### src/rtl/core/nagr_pkg.sv
// ----------------------------------------------------------------------------
// nagr_pkg: shared types and constants for the gauge reading block
// Holds widths, the arctangent table and the word passed from front to back.
// ----------------------------------------------------------------------------
package nagr_pkg;

  localparam int unsigned CoordWidth = 12;
  localparam int unsigned AtanIters  = 16;
  localparam int unsigned DiffWidth  = CoordWidth + 1;
  // x grows by at most about 1.65x; 24 fraction bits plus headroom.
  localparam int unsigned CordWidth  = DiffWidth + 24 + 2;
  localparam int unsigned ZWidth     = 24;
  localparam int unsigned QDepth     = 4;
  localparam int unsigned QPtrWidth  = 2;

  localparam logic signed [15:0] NinetyQ8   = 16'sd23040;
  localparam logic signed [15:0] Minus30Q8  = -16'sd7680;

  // Item as classified by the front part.
  typedef struct packed {
    logic                        valid_angle;
    logic signed [DiffWidth-1:0] dx;
    logic signed [DiffWidth-1:0] dy;
  } front_word_t;

  // Result word.
  typedef struct packed {
    logic [14:0]        reading;
    logic signed [15:0] angle;
    logic               angle_valid;
  } result_t;

  // atan(2^-i) in Q16 degrees.
  function automatic logic signed [ZWidth-1:0] atan_entry(input logic [4:0] idx);
    logic signed [ZWidth-1:0] v;
    begin
      unique case (idx)
        5'd0: v = 24'sd2949120;  5'd1: v = 24'sd1740967;
        5'd2: v = 24'sd919879;   5'd3: v = 24'sd466945;
        5'd4: v = 24'sd234379;   5'd5: v = 24'sd117304;
        5'd6: v = 24'sd58666;    5'd7: v = 24'sd29335;
        5'd8: v = 24'sd14668;    5'd9: v = 24'sd7334;
        5'd10: v = 24'sd3667;    5'd11: v = 24'sd1833;
        5'd12: v = 24'sd917;     5'd13: v = 24'sd458;
        5'd14: v = 24'sd229;     5'd15: v = 24'sd115;
        5'd16: v = 24'sd57;      5'd17: v = 24'sd29;
        5'd18: v = 24'sd14;      5'd19: v = 24'sd7;
        5'd20: v = 24'sd4;       5'd21: v = 24'sd2;
        5'd22: v = 24'sd1;       default: v = '0;
      endcase
      atan_entry = v;
    end
  endfunction

endpackage

### src/rtl/core/needle_angle_to_gauge_reading.sv
// Path from an accepted push to the result ports: the front register, the
// queue write, then 20 back stages (prescale, 16 CORDIC steps, rounding,
// reading multiply, output register), after any older words held in the queue.
// Throughput: one word per cycle unless stalled; the CORDIC is fully pipelined.
// A full output stalls the pipeline; the queue absorbs front words meanwhile.
// Reset clears all valid flags and queue pointers; data registers are not reset.
// ----------------------------------------------------------------------------
// needle_angle_to_gauge_reading: top level
// Converts needle tip and dial center pixels into an angle and gauge reading.
// ----------------------------------------------------------------------------
module needle_angle_to_gauge_reading (
  input  logic        clk_i,
  input  logic        rst_ni,
  input  logic        push,
  output logic        full,
  input  logic [nagr_pkg::CoordWidth-1:0] tip_x_i,
  input  logic [nagr_pkg::CoordWidth-1:0] tip_y_i,
  input  logic [nagr_pkg::CoordWidth-1:0] center_x_i,
  input  logic [nagr_pkg::CoordWidth-1:0] center_y_i,
  output logic        empty,
  input  logic        pop,
  output logic [14:0] reading_q8_o,
  output logic signed [15:0] angle_q8_o,
  output logic        angle_valid_o
);

  logic                  f_valid, f_ready, q_valid, q_ready, in_ready, b_valid;
  nagr_pkg::front_word_t f_word, q_word;
  nagr_pkg::result_t     b_word;

  assign full  = !in_ready;
  assign empty = !b_valid;

  // Front part: differences and classification.
  nagr_front u_front (
    .clk_i, .rst_ni,
    .in_valid_i(push), .in_ready_o(in_ready),
    .tip_x_i, .tip_y_i, .center_x_i, .center_y_i,
    .out_valid_o(f_valid), .out_ready_i(f_ready), .out_word_o(f_word)
  );

  // Queue between the two parts.
  nagr_fifo u_fifo (
    .clk_i, .rst_ni,
    .wr_valid_i(f_valid), .wr_ready_o(f_ready), .wr_word_i(f_word),
    .rd_valid_o(q_valid), .rd_ready_i(q_ready), .rd_word_o(q_word)
  );

  // Back part: CORDIC and reading.
  nagr_back u_back (
    .clk_i, .rst_ni,
    .in_valid_i(q_valid), .in_ready_o(q_ready), .in_word_i(q_word),
    .out_valid_o(b_valid), .out_ready_i(pop), .out_word_o(b_word)
  );

  assign reading_q8_o  = b_word.reading;
  assign angle_q8_o    = b_word.angle;
  assign angle_valid_o = b_word.angle_valid;

`ifndef SYNTHESIS
  // An invalid angle always reports ninety and zero.
  a_invalid: assert property (@(posedge clk_i) disable iff (!rst_ni)
    (!empty && !angle_valid_o) |-> (reading_q8_o == 15'd23040 && angle_q8_o == 16'sd0))
    else $error("invalid angle word malformed");
  // Reading never exceeds ninety degrees.
  a_range: assert property (@(posedge clk_i) disable iff (!rst_ni)
    !empty |-> (reading_q8_o <= 15'd23040))
    else $error("reading out of range");
  // A held result stays put until popped.
  a_hold: assert property (@(posedge clk_i) disable iff (!rst_ni)
    (!empty && !pop) |=> (!empty && $stable(reading_q8_o) && $stable(angle_q8_o)))
    else $error("result changed while stalled");
`endif

endmodule

### src/rtl/core/nagr_front.sv
// ----------------------------------------------------------------------------
// nagr_front: difference and classification stage
// Forms dx and dy and flags whether the needle lies left of the center.
// ----------------------------------------------------------------------------
module nagr_front (
  input  logic                         clk_i,
  input  logic                         rst_ni,
  input  logic                         in_valid_i,
  output logic                         in_ready_o,
  input  logic [nagr_pkg::CoordWidth-1:0] tip_x_i,
  input  logic [nagr_pkg::CoordWidth-1:0] tip_y_i,
  input  logic [nagr_pkg::CoordWidth-1:0] center_x_i,
  input  logic [nagr_pkg::CoordWidth-1:0] center_y_i,
  output logic                         out_valid_o,
  input  logic                         out_ready_i,
  output nagr_pkg::front_word_t        out_word_o
);

  logic                  valid_q;
  nagr_pkg::front_word_t word_q, word_d;

  // The stage advances whenever its slot is free or being drained.
  assign in_ready_o = !valid_q || out_ready_i;

  always_comb begin
    word_d.dx = $signed({1'b0, center_x_i}) - $signed({1'b0, tip_x_i});
    word_d.dy = $signed({1'b0, center_y_i}) - $signed({1'b0, tip_y_i});
    word_d.valid_angle = (word_d.dx > 0);
  end

  always_ff @(posedge clk_i or negedge rst_ni) begin
    if (!rst_ni) begin
      valid_q <= 1'b0;
    end else if (in_ready_o) begin
      valid_q <= in_valid_i;
    end
  end

  always_ff @(posedge clk_i) begin
    if (in_ready_o && in_valid_i) begin
      word_q <= word_d;
    end
  end

  assign out_valid_o = valid_q;
  assign out_word_o  = word_q;

endmodule

### src/rtl/core/nagr_fifo.sv
// ----------------------------------------------------------------------------
// nagr_fifo: short queue between front and back parts
// Register-based queue of front words with valid/ready on both sides.
// ----------------------------------------------------------------------------
module nagr_fifo (
  input  logic                  clk_i,
  input  logic                  rst_ni,
  input  logic                  wr_valid_i,
  output logic                  wr_ready_o,
  input  nagr_pkg::front_word_t wr_word_i,
  output logic                  rd_valid_o,
  input  logic                  rd_ready_i,
  output nagr_pkg::front_word_t rd_word_o
);

  nagr_pkg::front_word_t mem_q [nagr_pkg::QDepth];
  logic [nagr_pkg::QPtrWidth-1:0] wptr_q, rptr_q;
  logic [nagr_pkg::QPtrWidth:0]   cnt_q;
  logic wr_en, rd_en;

  assign wr_ready_o = (cnt_q != (nagr_pkg::QPtrWidth+1)'(nagr_pkg::QDepth));
  assign rd_valid_o = (cnt_q != '0);
  assign wr_en = wr_valid_i && wr_ready_o;
  assign rd_en = rd_valid_o && rd_ready_i;
  assign rd_word_o = mem_q[rptr_q];

  // Pointer and fill-count update.
  always_ff @(posedge clk_i or negedge rst_ni) begin
    if (!rst_ni) begin
      wptr_q <= '0;
      rptr_q <= '0;
      cnt_q  <= '0;
    end else begin
      if (wr_en) wptr_q <= wptr_q + 1'b1;
      if (rd_en) rptr_q <= rptr_q + 1'b1;
      unique case ({wr_en, rd_en})
        2'b10:   cnt_q <= cnt_q + 1'b1;
        2'b01:   cnt_q <= cnt_q - 1'b1;
        default: cnt_q <= cnt_q;
      endcase
    end
  end

  always_ff @(posedge clk_i) begin
    if (wr_en) begin
      mem_q[wptr_q] <= wr_word_i;
    end
  end

endmodule

### src/rtl/core/nagr_back.sv
// ----------------------------------------------------------------------------
// nagr_back: CORDIC pipeline and reading conversion
// One CORDIC step per stage, then rounding, saturation and the reading map.
// ----------------------------------------------------------------------------
module nagr_back (
  input  logic                  clk_i,
  input  logic                  rst_ni,
  input  logic                  in_valid_i,
  output logic                  in_ready_o,
  input  nagr_pkg::front_word_t in_word_i,
  output logic                  out_valid_o,
  input  logic                  out_ready_i,
  output nagr_pkg::result_t     out_word_o
);

  localparam int unsigned N  = nagr_pkg::AtanIters;
  localparam int unsigned CW = nagr_pkg::CordWidth;
  localparam int unsigned ZW = nagr_pkg::ZWidth;
  // stages: prescale, N cordic, round/saturate, reading multiply, output register
  localparam int unsigned NS = N + 4;

  logic                 adv;
  logic [NS-1:0]        v_q;
  logic                 ok_q [N+1];
  logic signed [CW-1:0] x_q  [N+1];
  logic signed [CW-1:0] y_q  [N+1];
  logic signed [ZW-1:0] z_q  [N+1];
  logic                 ok2_q;
  logic signed [15:0]   a_q, a_d;
  logic                 ok3_q;
  logic signed [15:0]   a3_q;
  logic [17:0]          rd_q;
  nagr_pkg::result_t    res_q, res_d;

  // Whole pipeline stalls together when the final result is held.
  assign adv        = !v_q[NS-1] || out_ready_i;
  assign in_ready_o = adv;

  always_ff @(posedge clk_i or negedge rst_ni) begin
    if (!rst_ni) begin
      v_q <= '0;
    end else if (adv) begin
      v_q <= {v_q[NS-2:0], in_valid_i};
    end
  end

  // Stage zero: prescale the differences by 2^24.
  always_ff @(posedge clk_i) begin
    if (adv) begin
      ok_q[0] <= in_word_i.valid_angle;
      x_q[0]  <= {CW'(in_word_i.dx)} <<< 24;
      y_q[0]  <= {CW'(in_word_i.dy)} <<< 24;
      z_q[0]  <= '0;
    end
  end

  // One vectoring CORDIC step per stage.
  for (genvar i = 0; i < N; i++) begin : g_cordic
    always_ff @(posedge clk_i) begin
      if (adv) begin
        ok_q[i+1] <= ok_q[i];
        if (!y_q[i][CW-1]) begin
          x_q[i+1] <= x_q[i] + (y_q[i] >>> i);
          y_q[i+1] <= y_q[i] - (x_q[i] >>> i);
          z_q[i+1] <= z_q[i] + nagr_pkg::atan_entry(5'(i));
        end else begin
          x_q[i+1] <= x_q[i] - (y_q[i] >>> i);
          y_q[i+1] <= y_q[i] + (x_q[i] >>> i);
          z_q[i+1] <= z_q[i] - nagr_pkg::atan_entry(5'(i));
        end
      end
    end
  end

  // Round to Q8 and saturate to plus or minus ninety degrees.
  always_comb begin
    logic signed [ZW-1:0] zr;
    logic signed [ZW-9:0] zs;
    zr = z_q[N] + ZW'(128);
    zs = zr[ZW-1:8];
    if (zs > (ZW-8)'(nagr_pkg::NinetyQ8)) begin
      a_d = nagr_pkg::NinetyQ8;
    end else if (zs < -(ZW-8)'(nagr_pkg::NinetyQ8)) begin
      a_d = -nagr_pkg::NinetyQ8;
    end else begin
      a_d = zs[15:0];
    end
  end

  always_ff @(posedge clk_i) begin
    if (adv) begin
      ok2_q <= ok_q[N];
      a_q   <= a_d;
    end
  end

  // Numerator 2a + 23041 lies in 7681..69121 when in range; divide by 3
  // with a reciprocal multiply: floor(n * 43691 / 2^17) is exact here.
  always_ff @(posedge clk_i) begin
    logic [16:0] num;
    num = 17'(18'($signed({a_q, 1'b0})) + 18'(23041));
    if (adv) begin
      ok3_q <= ok2_q;
      a3_q  <= a_q;
      rd_q  <= 18'((34'(num) * 34'd43691) >> 17);
    end
  end

  always_comb begin
    res_d.angle_valid = ok3_q;
    if (!ok3_q) begin
      res_d.reading = 15'(nagr_pkg::NinetyQ8);
      res_d.angle   = '0;
    end else if (a3_q < nagr_pkg::Minus30Q8) begin
      res_d.reading = '0;
      res_d.angle   = a3_q;
    end else begin
      res_d.reading = rd_q[14:0];
      res_d.angle   = a3_q;
    end
  end

  always_ff @(posedge clk_i) begin
    if (adv) begin
      res_q <= res_d;
    end
  end

  assign out_valid_o = v_q[NS-1];
  assign out_word_o  = res_q;

endmodule
### config.mk
export PLATFORM = sky130hd
export DESIGN_NAME = needle_angle_to_gauge_reading
export DESIGN_NICKNAME = d
export VERILOG_FILES = /design/src/rtl/core/nagr_pkg.sv /design/src/rtl/core/needle_angle_to_gauge_reading.sv /design/src/rtl/core/nagr_front.sv /design/src/rtl/core/nagr_fifo.sv /design/src/rtl/core/nagr_back.sv
export SDC_FILE = /design/constraint.sdc
export NUM_CORES = 2
export LEC_CHECK = 0
export ABC_AREA = 0
export BUFFER_PORTS_ARGS = -buffer_cell sky130_fd_sc_hd__buf_2
export CELL_PAD_IN_SITES_DETAIL_PLACEMENT = 1
export CELL_PAD_IN_SITES_GLOBAL_PLACEMENT = 1
export CORE_UTILIZATION = 45
export DETAILED_ROUTE_END_ITERATION = 8
export PLACE_DENSITY_LB_ADDON = 0.1
export SLEW_MARGIN = 20
export SYNTH_ARGS = -nofsm -noshare
export SYNTH_HDL_FRONTEND = slang
export SYNTH_SLANG_ARGS = --single-unit
### constraint.sdc
create_clock -name clk_i -period 10 [get_ports clk_i]
set_input_delay 1 -clock clk_i [delete_from_list [all_inputs] [get_ports clk_i]]
set_output_delay 1 -clock clk_i [all_outputs]
set_load 0.02 [all_outputs]
# Yosys cells after proc, flatten, opt, wreduce, memory -nomap -nowiden

Memory sizes are Yosys's and may differ from the RTL's. A register that Yosys moved wholly into a read port is not among the register bits.
Index checks and enable logic that the tools add are counted.

Add/subtract/negate cells: 103
$mul: 1
Eq/ne operators: 3
Mux-type cells: 151
Reduce and logical (&&, ||, !) cells: 12
Bitwise logic cells: 49
$lt $le $gt $ge: 4

Operator list:

| kind             | number |
|---|---|
| $mux 39          | 32 |
| $mux 24          | 16 |
| $mux 1           | 100 |
| $add 39x24->39   | 2 |
| $add 39x25->39   | 2 |
| $add 39x26->39   | 2 |
| $add 39x27->39   | 2 |
| $add 39x28->39   | 2 |
| $add 39x29->39   | 2 |
| $add 39x30->39   | 2 |
| $add 39x31->39   | 2 |
| $add 39x32->39   | 2 |
| $add 39x33->39   | 2 |
| $add 39x34->39   | 2 |
| $add 39x35->39   | 2 |
| $add 39x36->39   | 2 |
| $add 39x37->39   | 2 |
| $add 39x38->39   | 2 |
| $sub 39x24->39   | 2 |
| $sub 39x25->39   | 2 |
| $sub 39x26->39   | 2 |
| $sub 39x27->39   | 2 |
| $sub 39x28->39   | 2 |
| $sub 39x29->39   | 2 |
| other kinds (67) | 133 |

Memory bits (writable): 1,859
Register bits: 135
Memories kept: 5
Word-level logic and storage cells: 345

Memories:

| memory       | words | width | rd ports | clocked after Yosys merged registers in | wr ports | line            | source |
|---|---|---|---|---|---|---|---|
| u_back.x_q   | 17    | 39    | 16       | 0                                       | 17       | nagr_back.sv:25 | `logic signed [CW-1:0] x_q [N+1];` |
| u_back.y_q   | 17    | 39    | 16       | 0                                       | 17       | nagr_back.sv:26 | `logic signed [CW-1:0] y_q [N+1];` |
| u_back.z_q   | 17    | 24    | 17       | 0                                       | 17       | nagr_back.sv:27 | `logic signed [ZW-1:0] z_q [N+1];` |
| u_fifo.mem_q | 4     | 27    | 1        | 0                                       | 1        | nagr_fifo.sv:16 | `nagr_pkg::front_word_t mem_q [nagr_pkg::QDepth];` |
| u_back.ok_q  | 17    | 1     | 17       | 1                                       | 17       | nagr_back.sv:24 | `logic ok_q [N+1];` |

# Depth between registers and ports, before layout

Depth in word-level cells: 5
Depth in mapped cells: 25
Mapped depth without buffers: 24

# Hierarchy

A second synthesis with hierarchy kept.

Cell total of the unflattened synthesis: 11,909
Area total of the unflattened synthesis: 117,854.3 um2

Modules (own cells, without submodules):

| module                        | cells an instance | times used | area each (um2) | sequential area each (um2) |
|---|---|---|---|---|
| nagr_back                     | 11,524            | 1          | 111,478.2       | 39,507.9 |
| nagr_fifo                     | 178               | 1          | 4,319.1         | 3,418.3 |
| nagr_front                    | 205               | 1          | 2,049.5         | 835.8 |
| needle_angle_to_gauge_reading | 2                 | 1          | 7.5             | 0.0 |

# Worst setup path before layout

No wires, ideal clock.

Path type: reg2reg
Start: register u_back.a_q[8]
End: register u_back.rd_q[14], data pin
Setup slack: 3.238 ns
Arrival time: 6.492 ns
Stages on the path, launching flop included: 23
Path buffers: 1
Period minus slack after synthesis: 6.762 ns
Data required time: 9.730 ns
Cell sequence: edfxtp_1 > ha_1 > or3_1 > a21oi_1 > xnor2_1 > ha_1 > ha_1 > fa_1 > fa_1 > fa_1 > inv_1 > fa_1 > inv_1 > ha_1 > and4_1 > nand4_1 > a21oi_1 > o2111ai_1 > and3_1 > clkbuf_1 > a211oi_1 > nor3_1 > or3b_2

Cells in the longest elaborated chain, start to end: 2

Ends and longest elaborated chain:

| element                | line             | source |
|---|---|---|
| start, declared        | nagr_back.sv:29  | `logic signed [15:0] a_q, a_d;` |
| start signal, assigned | nagr_back.sv:93  | `a_q <= a_d;` |
| $add 17x16->17         | nagr_back.sv:101 | `num = 17'(18'($signed({a_q, 1'b0})) + 18'(23041));` |
| $mul 17x16->32         | nagr_back.sv:105 | `rd_q <= 18'((34'(num) * 34'd43691) >> 17);` |
| end signal, assigned   | nagr_back.sv:105 |  |
| end, declared          | nagr_back.sv:32  | `logic [17:0] rd_q;` |

No other way between the ends.
A chain may end at the register's enable or synchronous reset.

# Final worst setup path

Ends and elaborated chain as after synthesis.

==> impl_metrics.tcl <==
set metrics [dict create \
    status "complete, no violations" \
    reg2regPathDepth 21 \
    die-height_um 511 \
    grt_overflow 0 \
    fraction_of_layout_cells_with_a_size_suffix_above_1 0.0475 \
    port_buffers 85 \
    routed_wire_length_per_instance_um 23.2 \
    cts-buffers-inserted 171 \
    drv_cap 0 \
    synth.cell_area_mm2 0.117 \
    die_w_um 511 \
    yosys_warnings 0 \
    synth_edf_count 1434 \
    final_worst_path_cycle_share 0.766 \
    post-route-worst-setup-slack_ns 2.34 \
    setup_slack_on_the_worst_flop_to_flop_path_ns 2.34 \
    htree_num_levels 4 \
    detail-route-antenna-nets 0 \
    syn2layout_area_growth_pct 8.76 \
    slew-limit-headroom 0.291 \
    hold_viol_final 0 \
    timing_worst_slew_pin_value_ns 1.05 \
    start_util 0.454 \
    dr.pass1.iters 5 \
    synth.distinct_cells 99 \
    timing.rr.start "u_back.a_q[8]" \
    grt_max_degree 90 \
    synth_seq_cells 1462 \
    rows 186 \
    syn_avg_cell_area_um2 9.94 \
    finalNetCount 13400 \
    tns_ns 0 \
    post-cts-setup-buffer-count 0 \
    synth.most_common_cell "edfxtp_1" \
    type_of_origin_of_the_critical_path "flop" \
    cts-resized-gates 0 \
    holdBufCountCts 0 \
    design.die.area_mm2 0.261 \
    io-pin-count 86 \
    final_routed_drc_violation_total 0 \
    drt-initial-drc-count 5433 \
    worst-setup-path-type "flop to flop" \
    netlist_instances 11700 \
    grt_pass1_vias 94200 \
    post-synth-top-area-cell "edfxtp_1" \
    initial_antenna_violation_count 10 \
    rsz_0062_raised_after_global_routing "no" \
    synthDominantCellAreaShare 0.369 \
    report.final.slew_viol_count 0 \
    setup_viol_count_final 0 \
    clk_path_buf_depth 3 \
    final.min_clock_period_ns 7.66 \
    clock_sinks 1462 \
    coreArea_mm2 0.257 \
    fin_clk_skew_ns 0.0704 \
    critical_path.max_fanout 5 \
    grt_pass1_wl_um 552000 \
    num_vias 91100 \
    clkLatencyLatePin_ns 0.86 \
    arrival_ns 8.21 \
    clk_pin_slew_worst_paths_ns 0.06 \
    total_routed_length_um 357000 \
    clock_tree_from_tritoncts "yes" \
    critPathCapture "u_back.rd_q[14]" \
    regToRegEndpoint "u_back.rd_q[14]" \
    pre_cts_slack_ns 2.36 \
    yosys-top-cells-count "edfxtp_1 (1434), ha_1 (1321), a21oi_1 (1070)" \
    synth.net_count 13200 \
    timing.fmax_ghz 0.131 \
    critPathCaptureType "flop" \
    cp-startpoint "u_back.a_q[8]" \
    critPathRequiredTime_ns 10.55 \
    min_path_type "input pin to async pin" \
    synth_sequential_area_ratio 0.375 \
    yosys_most_used_dff "edfxtp_1" \
    globalRouteTotalUtil 0.267 \
    synth.top_cells.by_area "edfxtp_1 (37%), ha_1 (14%), xnor2_1 (8.0%)" \
    avgViaCountPerCell 5.91 \
    clock-root-buffer "clkbuf_16" \
    globalplace.congestion 0.925 \
    postSynth.asyncResetShare 0.0192 \
    dp_hpwl_um 288000 \
]
==> critical path, stage by stage, from the launching register on <==
cell and delay [ns]:
edfxtp_1 0.48, ha_1 0.27, or3_1 0.37, a21oi_1 0.20, xnor2_1 0.44, ha_1 0.43, ha_1 0.35, fa_1 0.53
fa_1 0.44, fa_1 0.55, inv_1 0.05, fa_1 0.53, inv_1 0.04, ha_1 0.31, and4_1 0.21, nand4_1 0.16
a21oi_1 0.34, o2111ai_1 0.25, and3_1 0.33, a211oi_1 0.52, nor3_1 0.11, or3b_2 0.45
==> how the worst min path moves through the flow <==
stage                       end  slack [ns]  depth (start not counted)
5_1_grt        u_fifo.wptr_q[1]        0.27                          1
4_1_cts        u_fifo.wptr_q[1]        0.22                          1
6_report       u_fifo.wptr_q[1]        0.25                          1
3_5_place_dp    u_back.ok_q[11]        0.41                          0
3_3_place_gp    u_back.ok_q[12]        0.40                          0
2_1_floorplan      u_back.ok2_q        0.40                          0
==> final cells by class <==
cell class	count	area, um2
Sequential cell	1462	43800
Clock buffer	216	4570
Tap cell	3384	4230
Multi-Input combinational cell	9412	69700
Timing Repair Buffer	138	868
Fill cell	28600	130000
Antenna cell	1	2.50
Clock inverter	101	1170
Inverter	696	2630
==> sequential cells by signal, indices dropped and copies added, names as in the netlist, 2 cells and up <==
name                flops
u_back.x_q            433
u_back.ok_q            17
u_fifo.mem_q          108
u_back.rd_q            15
u_back.a_q             16
u_back.v_q             20
u_front.out_word_o     27
u_back.out_word_o      32
u_fifo.rptr_q           2
u_back.a3_q            16
u_fifo.wptr_q           2
u_back.y_q            441
u_fifo.cnt_q            3
u_back.z_q            327
==> metrics by stage <==
stage	instances	utilization	hold WS [ns]	area, um2
floorplan	11700	-	0.400	117000
global placement	15100	0.471	0.401	121000
detailed placement	15100	0.471	0.406	121000
CTS	15400	0.493	0.219	127000
global route	15400	0.493	0.267	127000
finish	15400	0.493	0.251	127000
==> cell families (layout without fill, tap and decap cells) <==
group / after synthesis / count (layout) / share of synthesized area
muxes: 81 / 81 / 0.0101
xor gates and xnor gates: 1633 / 1633 / 0.123
DFF: 1462 / 1462 / 0.375
buffers and inverters: 871 / 1151 / 0.0281
and+or+nand+nor: 2944 / 2944 / 0.121
adders and majority gates: 1445 / 1445 / 0.163
other: 0 / 1 / 0
AOI/OAI and AO/OA: 3309 / 3309 / 0.180
==> cells in the final DEF (no fill, tap or decap), types with 50 or more instances in the layout <==
cell type	instances
and2_1	79
and3_1	122
nand4_1	67
buf_2	85
o21bai_1	175
buf_4	50
a31oi_1	92
edfxtp_1	1434
a21o_1	465
o21a_1	141
o21ai_0	637
a211oi_1	69
or3_1	84
nor2_1	866
fa_1	124
o41ai_1	82
nor3_1	267
inv_1	678
a21oi_1	1070
or4_1	50
nor2b_1	103
xnor2_1	1063
xor2_1	569
nor4_1	87
clkbuf_16	173
o31ai_1	152
nand3_1	202
ha_1	1321
nand2b_1	143
nand2_1	726
==> layer usage <==
metal,share of wire,track usage,vias to the layer above
li1,-,-,43600
met1,0.47,0.365,45500
met2,0.47,0.445,1585
met5,0,0,-
met4,0.031,0.0804,0
met3,0.036,0.0274,483
Power is left out: the tool's default activity adds up to more than one toggle a clock period on the data nets, which glitch-free logic cannot reach.
